## src/polyphase_pulse_shaper_defines.svh

```systemverilog
// ----------------------------------------------------------------------------
// Polyphase pulse shaper assertion macros
// Shared property wrappers, clocked on clk and disabled while arst_n is low.
// ----------------------------------------------------------------------------
`ifndef POLYPHASE_PULSE_SHAPER_DEFINES_SVH
`define POLYPHASE_PULSE_SHAPER_DEFINES_SVH

// Same-cycle implication.
`define PPS_ASSERT_IMPL(lbl, ante, cons) \
	lbl: assert property (@(posedge clk) disable iff (!arst_n) (ante) |-> (cons)) \
		else $error("pps assertion failed");

// Next-cycle implication.
`define PPS_ASSERT_NEXT(lbl, ante, cons) \
	lbl: assert property (@(posedge clk) disable iff (!arst_n) (ante) |=> (cons)) \
		else $error("pps assertion failed");

`endif

```

## src/pps_pkg.sv

```systemverilog
// ----------------------------------------------------------------------------
// Polyphase pulse shaper package
// Codes, defaults, field widths and the control structs shared by the modules.
// Memory depths are expected to be powers of two.
// ----------------------------------------------------------------------------
package pps_pkg;

	localparam int DEF_MAX_PHASES = 32;
	localparam int DEF_MAX_TAPS   = 32;
	localparam int DEF_COEF_DEPTH = 1024;
	localparam int DEF_MAP_DEPTH  = 256;

	localparam int QSHIFT = 15;

	localparam int IN_DATA_W  = 72;
	localparam int IN_USER_W  = 3;
	localparam int OUT_DATA_W = 16;
	localparam int CFG_IDX_W  = 3;
	localparam int CFG_DATA_W = 16;

	typedef enum logic [1:0] {
		CMD_SYMBOL  = 2'd0,
		CMD_COEF    = 2'd1,
		CMD_MAP     = 2'd2,
		CMD_RESTART = 2'd3
	} cmd_code_t;

	typedef enum logic [CFG_IDX_W-1:0] {
		REG_PHASE_COUNT = 3'd0,
		REG_PHASE_STEP  = 3'd1,
		REG_STEP_TRIM   = 3'd2,
		REG_MAP_ENABLE  = 3'd3,
		REG_OUT_GAIN    = 3'd4,
		REG_TAP_COUNT   = 3'd5
	} reg_idx_t;

	localparam logic [5:0]  RST_PHASE_COUNT = 6'd10;
	localparam logic [4:0]  RST_PHASE_STEP  = 5'd3;
	localparam logic [5:0]  RST_STEP_TRIM   = 6'd0;
	localparam logic        RST_MAP_ENABLE  = 1'b1;
	localparam logic [15:0] RST_OUT_GAIN    = 16'h7fff;
	localparam logic [5:0]  RST_TAP_COUNT   = 6'd12;

	typedef struct packed {
		logic sym_ld;
		logic coef_we;
		logic map_we;
		logic hist_clr;
		logic push;
		logic acc_clr;
		logic mac_issue;
		logic prod_ld;
	} pps_cmd_t;

	typedef struct packed {
		logic mac_busy;
	} pps_sts_t;

endpackage

```

## src/pps_ctrl.sv

```systemverilog
// ----------------------------------------------------------------------------
// Polyphase pulse shaper controller
// Configuration registers, phase accumulator, history pointer and sequencer.
// ----------------------------------------------------------------------------
module pps_ctrl
	import pps_pkg::*;
#(
	parameter int MAX_PHASES = DEF_MAX_PHASES,
	parameter int MAX_TAPS   = DEF_MAX_TAPS,
	parameter int COEF_DEPTH = DEF_COEF_DEPTH,
	localparam int PW  = (MAX_TAPS > 1) ? $clog2(MAX_TAPS) : 1,
	localparam int TW  = $clog2(MAX_TAPS + 1) + 1,
	localparam int CAW = $clog2(COEF_DEPTH),
	localparam int NW  = $clog2(MAX_PHASES + 2)
) (
	input  logic                  clk,
	input  logic                  arst_n,
	input  logic                  in_vld,
	output logic                  in_rdy,
	input  logic [1:0]            in_cmd,
	output logic                  out_vld,
	input  logic                  out_rdy,
	output logic                  out_last,
	input  logic                  cfg_vld,
	output logic                  cfg_rdy,
	input  logic [CFG_IDX_W-1:0]  cfg_idx,
	input  logic [CFG_DATA_W-1:0] cfg_dat,
	output pps_cmd_t              cmd,
	input  pps_sts_t              sts,
	output logic [PW-1:0]         push_pos,
	output logic [PW-1:0]         mac_pos,
	output logic [CAW-1:0]        mac_caddr,
	output logic                  map_en,
	output logic signed [15:0]    gain
);

	`include "polyphase_pulse_shaper_defines.svh"

	typedef enum logic [2:0] {
		ST_IDLE, ST_CHECK, ST_PUSH, ST_MAC, ST_DRAIN, ST_DIFF, ST_SEND
	} state_t;

	localparam int CAP = MAX_PHASES + 1;

	state_t             state_q;
	logic [5:0]         phase_count_q, tap_count_q;
	logic [4:0]         phase_step_q;
	logic signed [5:0]  step_trim_q;
	logic               map_en_q;
	logic signed [15:0] gain_q;
	logic [6:0]         phase_acc_q;
	logic               want_q, taken_q, last_q;
	logic [PW-1:0]      newest_q, pos_q;
	logic [CAW-1:0]     caddr_q;
	logic [TW-1:0]      cnt_q;
	logic [NW-1:0]      n_q;

	logic [6:0]        phases_e;
	logic [TW-1:0]     taps_e, np1, new_np1, nxt_newest_w, walk_cnt, push_cnt;
	logic signed [6:0] inc_raw;
	logic [5:0]        inc_e;
	logic [7:0]        p_sum, p_new;
	logic              wrap, done, in_acc;
	logic [PW-1:0]     nxt_newest;

	assign in_acc   = in_vld && in_rdy;
	assign phases_e = (int'(phase_count_q) > MAX_PHASES) ? 7'(MAX_PHASES)
	                                                      : {1'b0, phase_count_q};
	assign taps_e   = (tap_count_q == 6'd0) ? TW'(1)
	                : (int'(tap_count_q) > MAX_TAPS) ? TW'(MAX_TAPS) : TW'(tap_count_q);
	assign inc_raw  = $signed({2'b00, phase_step_q}) + 7'(step_trim_q);
	assign inc_e    = (inc_raw < 7'sd1) ? 6'd1 : inc_raw[5:0];
	assign p_sum    = {1'b0, phase_acc_q} + {2'b00, inc_e};
	assign wrap     = p_sum >= {1'b0, phases_e};
	assign p_new    = wrap ? p_sum - {1'b0, phases_e} : p_sum;
	assign done     = (int'(n_q) + 1 == CAP) || (wrap && taken_q);

	assign np1          = TW'(newest_q) + TW'(1);
	assign nxt_newest_w = (np1 < taps_e) ? np1 : '0;
	assign nxt_newest   = PW'(nxt_newest_w);
	assign walk_cnt     = (np1 > taps_e) ? np1 : taps_e;
	assign new_np1      = nxt_newest_w + TW'(1);
	assign push_cnt     = (new_np1 > taps_e) ? new_np1 : taps_e;

	always_comb begin
		cmd           = '0;
		cmd.sym_ld    = in_acc && (in_cmd == CMD_SYMBOL);
		cmd.coef_we   = in_acc && (in_cmd == CMD_COEF);
		cmd.map_we    = in_acc && (in_cmd == CMD_MAP);
		cmd.hist_clr  = in_acc && (in_cmd == CMD_RESTART);
		cmd.acc_clr   = (state_q == ST_CHECK);
		cmd.push      = (state_q == ST_PUSH);
		cmd.mac_issue = (state_q == ST_MAC);
		cmd.prod_ld   = (state_q == ST_DIFF);
	end

	assign in_rdy    = (state_q == ST_IDLE);
	assign out_vld   = (state_q == ST_SEND);
	assign out_last  = last_q;
	assign cfg_rdy   = 1'b1;
	assign push_pos  = nxt_newest;
	assign mac_pos   = pos_q;
	assign mac_caddr = caddr_q;
	assign map_en    = map_en_q;
	assign gain      = gain_q;

	always_ff @(posedge clk or negedge arst_n) begin
		if (!arst_n) begin
			state_q       <= ST_IDLE;
			phase_count_q <= RST_PHASE_COUNT;
			phase_step_q  <= RST_PHASE_STEP;
			step_trim_q   <= RST_STEP_TRIM;
			map_en_q      <= RST_MAP_ENABLE;
			gain_q        <= RST_OUT_GAIN;
			tap_count_q   <= RST_TAP_COUNT;
			phase_acc_q   <= 7'(RST_PHASE_STEP);
			want_q        <= 1'b0;
			taken_q       <= 1'b0;
			last_q        <= 1'b0;
			newest_q      <= '0;
			pos_q         <= '0;
			caddr_q       <= '0;
			cnt_q         <= '0;
			n_q           <= '0;
		end else begin
			if (cfg_vld) begin
				unique case (cfg_idx)
					REG_PHASE_COUNT: phase_count_q <= cfg_dat[5:0];
					REG_PHASE_STEP:  phase_step_q  <= cfg_dat[4:0];
					REG_STEP_TRIM:   step_trim_q   <= cfg_dat[5:0];
					REG_MAP_ENABLE:  map_en_q      <= cfg_dat[0];
					REG_OUT_GAIN:    gain_q        <= cfg_dat;
					REG_TAP_COUNT:   tap_count_q   <= cfg_dat[5:0];
					default: ;
				endcase
			end
			unique case (state_q)
				ST_IDLE: begin
					if (in_acc) begin
						unique case (in_cmd)
							CMD_RESTART: begin
								phase_acc_q <= {2'b00, phase_step_q};
								want_q      <= 1'b0;
								newest_q    <= '0;
							end
							CMD_SYMBOL: begin
								n_q     <= '0;
								taken_q <= 1'b0;
								state_q <= ST_CHECK;
							end
							default: ;
						endcase
					end
				end
				ST_CHECK: begin
					if (want_q) begin
						state_q <= ST_PUSH;
					end else begin
						pos_q   <= newest_q;
						caddr_q <= CAW'(phase_acc_q);
						cnt_q   <= walk_cnt;
						state_q <= ST_MAC;
					end
				end
				ST_PUSH: begin
					newest_q <= nxt_newest;
					taken_q  <= 1'b1;
					pos_q    <= nxt_newest;
					caddr_q  <= CAW'(phase_acc_q);
					cnt_q    <= push_cnt;
					state_q  <= ST_MAC;
				end
				ST_MAC: begin
					pos_q   <= (pos_q == '0) ? PW'(taps_e - TW'(1)) : pos_q - PW'(1);
					caddr_q <= CAW'(caddr_q + CAW'(phases_e));
					cnt_q   <= cnt_q - TW'(1);
					if (cnt_q == TW'(1)) begin
						state_q <= ST_DRAIN;
					end
				end
				ST_DRAIN: begin
					if (!sts.mac_busy) begin
						state_q <= ST_DIFF;
					end
				end
				ST_DIFF: begin
					phase_acc_q <= p_new[6:0];
					want_q      <= wrap;
					n_q         <= n_q + NW'(1);
					last_q      <= done;
					state_q     <= ST_SEND;
				end
				ST_SEND: begin
					if (out_rdy) begin
						state_q <= last_q ? ST_IDLE : ST_CHECK;
					end
				end
				default: state_q <= ST_IDLE;
			endcase
		end
	end

	`PPS_ASSERT_IMPL(a_in_out_excl, in_rdy, !out_vld)
	`PPS_ASSERT_IMPL(a_mac_cnt_live, state_q == ST_MAC, cnt_q != '0)
	`PPS_ASSERT_NEXT(a_last_to_idle, out_vld && out_rdy && last_q, state_q == ST_IDLE)
	`PPS_ASSERT_IMPL(a_newest_range, 1'b1, int'(newest_q) < MAX_TAPS)

endmodule

```

## config.mk

```make
export PLATFORM = sky130hd
export DESIGN_NAME = pps_ctrl
export DESIGN_NICKNAME = d
export VERILOG_FILES = /design/src/pps_pkg.sv /design/src/pps_ctrl.sv
export VERILOG_INCLUDE_DIRS = /design/src /design/src/src
export SDC_FILE = /design/constraint.sdc
export NUM_CORES = 1
export LEC_CHECK = 0
export ABC_AREA = 1
export ABC_CLOCK_PERIOD_IN_PS = 9700
export BUFFER_PORTS_ARGS = -buffer_cell sky130_fd_sc_hd__buf_4
export CAP_MARGIN = 0
export CORE_AREA = 2 2 107 109
export DETAILED_ROUTE_END_ITERATION = 6
export DIE_AREA = 0 0 109 111
export GPL_ROUTABILITY_DRIVEN = 0
export PLACE_DENSITY_LB_ADDON = 0.2
export SYNTH_ARGS = -nofsm -noshare
export SYNTH_HDL_FRONTEND = slang
export SYNTH_SLANG_ARGS = --single-unit
```

## constraint.sdc

```tcl
create_clock -name clk -period 9.7 [get_ports clk]
set_input_delay 1.455 -clock clk [delete_from_list [all_inputs] [get_ports clk]]
set_output_delay 1.455 -clock clk [all_outputs]
set_load 0.01 [all_outputs]
```

### Word-level counts from Yosys, hierarchy flattened

Index checks and enable logic that the tools add are counted.

| storage, ports and cells | value |
|---|---|
| bits of input ports | 27 |
| logic and storage cells | 122 |
| register bits | 86 |
| output and inout bits | 49 |

| operators by class | value |
|---|---|
| reductions and logical operators | 27 |
| order comparisons | 7 |
| multiplexer cells | 38 |
| $add $sub $neg | 11 |
| equal/unequal tests | 23 |

Operators with widths:

| operator | number |
|---|---|
| two-way mux 6 bit | 8 |
| two-way mux 7 bit | 5 |
| one-hot mux 10 bit (3 select lines) | 1 |
| one-hot mux 3 bit (7 select lines) | 1 |
| one-hot mux 7 bit (3 select lines) | 1 |
| two-way mux 5 bit | 4 |
| equality test 3 bit, second input constant | 5 |
| two-way mux 3 bit | 5 |
| one-hot mux 5 bit (3 select lines) | 1 |
| adder 6 x 1 -> 7 bit, second input constant | 2 |
| one-hot mux 7 bit (2 select lines) | 1 |
| AND reduction 2 bit | 7 |
| equality test 3 x 2 -> 1 bit, second input constant | 4 |
| > comparator 6 bit, second input constant | 2 |
| one-hot mux 6 bit (2 select lines) | 1 |
| AND reduction 3 bit | 4 |
| adder 10 x 6 -> 10 bit | 1 |
| two-way mux 10 bit | 1 |
| inequality test 2 x 1 -> 1 bit, second input constant | 5 |
| one-hot mux 5 bit (2 select lines) | 1 |
| subtractor 5 x 1 -> 5 bit, second input constant | 2 |
| adder 7 x 6 -> 8 bit | 1 |
| >= comparator 8 x 6 -> 1 bit | 1 |
| adder 6 x 6 -> 7 bit | 1 |
| 25 further kinds | 41 |

### Longest topological paths before layout

| logic depth | value |
|---|---|
| word-level depth | 9 |
| gate-level depth with buffers | 28 |

### Worst setup path before layout

No wires, ideal clock.

| timing | value |
|---|---|
| path type | register to register |
| start point | register phase_step_q[0] |
| end point | register phase_acc_q[3] |
| slack | 5.611 ns |
| data required time | 9.579 ns |
| path buffers | 0 |
| data arrival time | 3.968 ns |
| stages on the path, launching flop included | 29 |
| clock period less this slack | 4.089 ns |
| library setup time | 0.121 ns |
| cell sequence | dfstp_2 ha_1 fa_1 a21oi_1 o21ai_0 xnor2_1 nand2_1 nor2_1 nand2_1 nand3b_1 ha_1 inv_1 fa_1 inv_1 nand3_1 nand3_1 xor2_1 inv_1 ha_1 nand2_1 inv_1 nand3_1 nand3_1 nor2_2 nand3_2 nand2_1 nand2_1 o21bai_1 nand2_1 |

| on the way | value |
|---|---|
| word-level cells in the longest chain between the ends | 7 |
| elaborated cells on any way between the ends | 8 |
| classes of those cells | 3 x add/sub; 2 x order compare; 3 x mux |

RTL lines:

| item | line | source |
|---|---|---|
| start: declaration | pps_ctrl.sv:47 | `logic [4:0] phase_step_q;` |
| start signal: assignment | pps_ctrl.sv:129 | `REG_PHASE_STEP: phase_step_q <= cfg_dat[4:0];` |
| adder 6 x 6 -> 7 bit (*) | pps_ctrl.sv:71 | `assign inc_raw = $signed({2'b00, phase_step_q}) + 7'(step_trim_q);` |
| < comparator 7 x 2 -> 1 bit | pps_ctrl.sv:72 | `assign inc_e = (inc_raw < 7'sd1) ? 6'd1 : inc_raw[5:0];` |
| two-way mux 6 bit (*) | pps_ctrl.sv:72 |  |
| adder 7 x 6 -> 8 bit (*) | pps_ctrl.sv:73 | `assign p_sum = {1'b0, phase_acc_q} + {2'b00, inc_e};` |
| subtractor 7 x 6 -> 7 bit or >= comparator 8 x 6 -> 1 bit (tied branches) | pps_ctrl.sv:75, pps_ctrl.sv:74 |  |
| two-way mux 7 bit (*) | pps_ctrl.sv:75 | `assign p_new = wrap ? p_sum - {1'b0, phases_e} : p_sum;` |
| one-hot mux 7 bit (2 select lines) (*) | pps_ctrl.sv:137 | `unique case (state_q)` |
| end signal: assignment | pps_ctrl.sv:116 | `phase_acc_q <= 7'(RST_PHASE_STEP);` |
| end signal: assignment | pps_ctrl.sv:142 | `phase_acc_q <= {2'b00, phase_step_q};` |
| end signal: assignment | pps_ctrl.sv:187 | `phase_acc_q <= p_new[6:0];` |
| end: declaration | pps_ctrl.sv:51 | `logic [6:0] phase_acc_q;` |

Mark *: on every way between the ends. The rest lies on a longest branch, timed or not.
A chain may end at the register's enable or synchronous reset.

### Worst setup path after layout

Ends and elaborated chain as after synthesis.

==> out/qor.yml <==
finish:
  drive_gt1_frac: 0.179
  antenna_cells: 0
  final_cells: 1009
  area_growth_pct: 16.2
  fin_nets: 934
timing:
  rsz0062_at_grt: "no"
  tightest_slew_ps: 712
  max_freq_mhz: 217
  maxSlewViolCount: 0
  hold_viol: 0
  min_period_over_period: 0.476
  relSlewSlack: 0.524
  min_period_ps: 4610
  setup_viol_count_final: 0
  fin_ws_ps: 5090
  finClkSkew_ps: 5.90
  fin_setup_tns_ps: 0
routing:
  dr.pass1.iters: 5
  remaining_drc_errors: 0
  drt-total-wl_um: 15200
  via_count: 5529
  ant_nets: 0
  vias_per_cell: 5.48
  drt_iter0_drc: 381
  wire_per_inst_um: 15.0
min_path:
  holdCritPathClass: "flop to flop"
critical_path:
  path_class: "flop to flop"
  cp-start-kind: "flop"
  slowest_stage: "fa_1"
  required_ps: 9930
  critPathArrivalTime_ps: 4840
  worstSetupEndpointType: "flop"
  path_common_cell: "nand2_1"
  slowest_delay_ps: 410
  critPathMaxFanout: 10
clock_network:
  cts.path.max_buffers: 2
  cts_setup_buffers: 0
  cts_sinks: 86
  clk_pin_slew_ps: 60
  tritoncts: "done"
  clk_latency_ps: 340
  clockRootBuffer: "clkbuf_16"
  numCtsBuffers: 9
  cts_hold_buffers: 0
  cts_resized: 0
  htree_num_levels: 3
global_route:
  grt_overflow_total: 0
  antenna_found_initial: 0
  grt_pass1_vias: 5388
  grt_max_degree: 48
  grt_first_pass_wirelength_um: 25400
  grt_usage: 0.264
synthesis:
  syn_area_um2: 5930
  async_flop_share: 1.00
  synth_edf_count: 0
  synthAdderAreaFrac: 0.102
  ys_types: 44
  ys_seq_area_frac: 0.368
  muxShareOfSynthArea: 0.0190
  syn_area_per_cell_um2: 7.51
  synth_seq_cells: 86
  synthXorXnorAreaFrac: 0.0340
  synth_flop_cell: "dfrtp_1"
  syn-instance-count: 790
  synth_top_family_by_area: "simple AND/OR/NAND/NOR gates"
  synthSimpleGateAreaFrac: 0.255
  synth_nets: 863
  synth-compound-area-share: 0.134
  yosysWarnings: 0
floorplanning:
  start_util: 0.536
  placementRows: 39
  io_pins: 76
  die_width_um: 109
  dieArea_um2: 12100
  core_area_um2: 11100
  fp.dieH_um: 111
placement:
  dp_hpwl_um: 11500
  dp_slack_ps: 5150
  place_inst: 993
  port_buffers: 74
pwr:
  p_leak_uw: 0.00354
  ir_drop_mv: 0.151
  power_density_nw_per_um2: 394
job:
  maxCapViolations: 0
outcome:
  status: "complete, no violations"
[report_power, final]
| group | total [uW] | switching, uW | internal [uW] |
|---|---|---|---|
| logic | 1750 | 1100 | 647 |
| clock network | 352 | 147 | 205 |
| registers | 612 | 121 | 491 |
[logic make-up after synthesis]
logic type      after synthesis
simple gates                347
compound gates              148
buf+inv                     129
flops                        86
fa+ha+maj                    46
xor+xnor                     23
mux                          10
other cells                   1
[stage by stage]
stage | hold slack (ps) | total power (uW) | util | instance area, um2
after floorplan | 449 | 1870 | - | 5930
after global placement | 462 | 2270 | 0.595 | 6590
after detailed placement | 477 | 2330 | 0.595 | 6590
after CTS | 493 | 2700 | 0.623 | 6900
after global routing | 512 | 2990 | 0.623 | 6900
final | 487 | 2710 | 0.623 | 6900
[state kept, by name (all words and copies together), names as in the netlist, 6 cells and up]
| name | count |
|---|---|
| mac_caddr | 10 |
| phase_acc_q | 7 |
| n_q | 6 |
| cnt_q | 7 |
| gain | 16 |
| phase_count_q | 6 |
| tap_count_q | 6 |
| step_trim_q | 6 |
[metal layers]
layer	vias to the layer above	wire (um)	part of all wire	GRT usage
li1	2722	-	-	-
met1	2583	6790	0.45	0.363
met2	192	7060	0.47	0.424
met3	32	949	0.063	0.0370
met4	0	367	0.024	0.0940
met5	-	0	0	0
[synth_stat cells, types with 3 or more instances]
cell type / number / area share
inv_1: 104 / 0.066
xnor2_1: 5 / 0.0074
clkbuf_1: 5 / 0.0032
o22ai_1: 5 / 0.0053
dfrtp_1: 62 / 0.26
o21ai_1: 4 / 0.0034
nand2_2: 5 / 0.0053
dfstp_2: 24 / 0.11
nand2_1: 177 / 0.11
o21ai_0: 65 / 0.055
mux2_2: 10 / 0.019
fa_1: 4 / 0.013
a31oi_1: 4 / 0.0042
nand4_1: 13 / 0.014
o211ai_1: 4 / 0.0051
inv_2: 7 / 0.0044
a21oi_2: 3 / 0.0044
ha_1: 42 / 0.089
nand3b_1: 4 / 0.0051
buf_2: 7 / 0.0059
nand3_2: 3 / 0.0051
nor3_1: 7 / 0.0059
xor2_1: 18 / 0.027
nand3_1: 53 / 0.045
nor2_2: 5 / 0.0053
nor2_1: 74 / 0.047
a21oi_1: 55 / 0.046
[cell usage in the layout, fill, tap and decap left out, types with 7 or more instances in the layout]
cell type / instances
nor3_1: 7
o21ai_0: 65
ha_1: 42
a21oi_1: 55
nand4_1: 13
inv_1: 104
dfrtp_1: 62
clkbuf_16: 11
dfstp_2: 24
nor2_1: 74
mux2_2: 10
nand3_1: 53
nand2_1: 177
buf_4: 76
xor2_1: 18
inv_2: 7
[final timing paths]
path / start / end / slack (ps) / depth (start not counted)
worst max-delay path: phase_step_q[0]$_DFFE_PN1P_ / phase_acc_q[3]$_DFFE_PN0P_ / 5090 / 28
worst min-delay path: cnt_q[6]$_DFFE_PN0P_ / cnt_q[6]$_DFFE_PN0P_ / 490 / 2
worst max register to register: phase_step_q[0]$_DFFE_PN1P_ / phase_acc_q[3]$_DFFE_PN0P_ / 5090 / 28
worst min register to register: cnt_q[6]$_DFFE_PN0P_ / cnt_q[6]$_DFFE_PN0P_ / 490 / 2
max in group asynchronous: arst_n / step_trim_q[3]$_DFFE_PN0P_ / 7620 / 2
min in group asynchronous: arst_n / newest_q[1]$_DFFE_PN0P_ / 1070 / 1
[layout make-up]
cell class,count,area [um2]
Multi-Input combinational cell,575,3230
Sequential cell,86,2180
Inverter,113,428
Timing Repair Buffer,76,571
Clock buffer,12,279
Fill cell,960,4180
Clock inverter,4,25.0
Tap cell,143,179
[critical path: cells and delay by family, from the launching register on]
kind | cells | cell delay (ps)
xor gates and xnor gates | 2 | 410
buffers and inverters | 4 | 290
adders and majority gates | 5 | 1540
AOI/OAI and AO/OA | 3 | 420
DFF | 1 | 380
and+or+nand+nor | 14 | 1460
No activity file was read; power rests on OpenSTA's default activity.
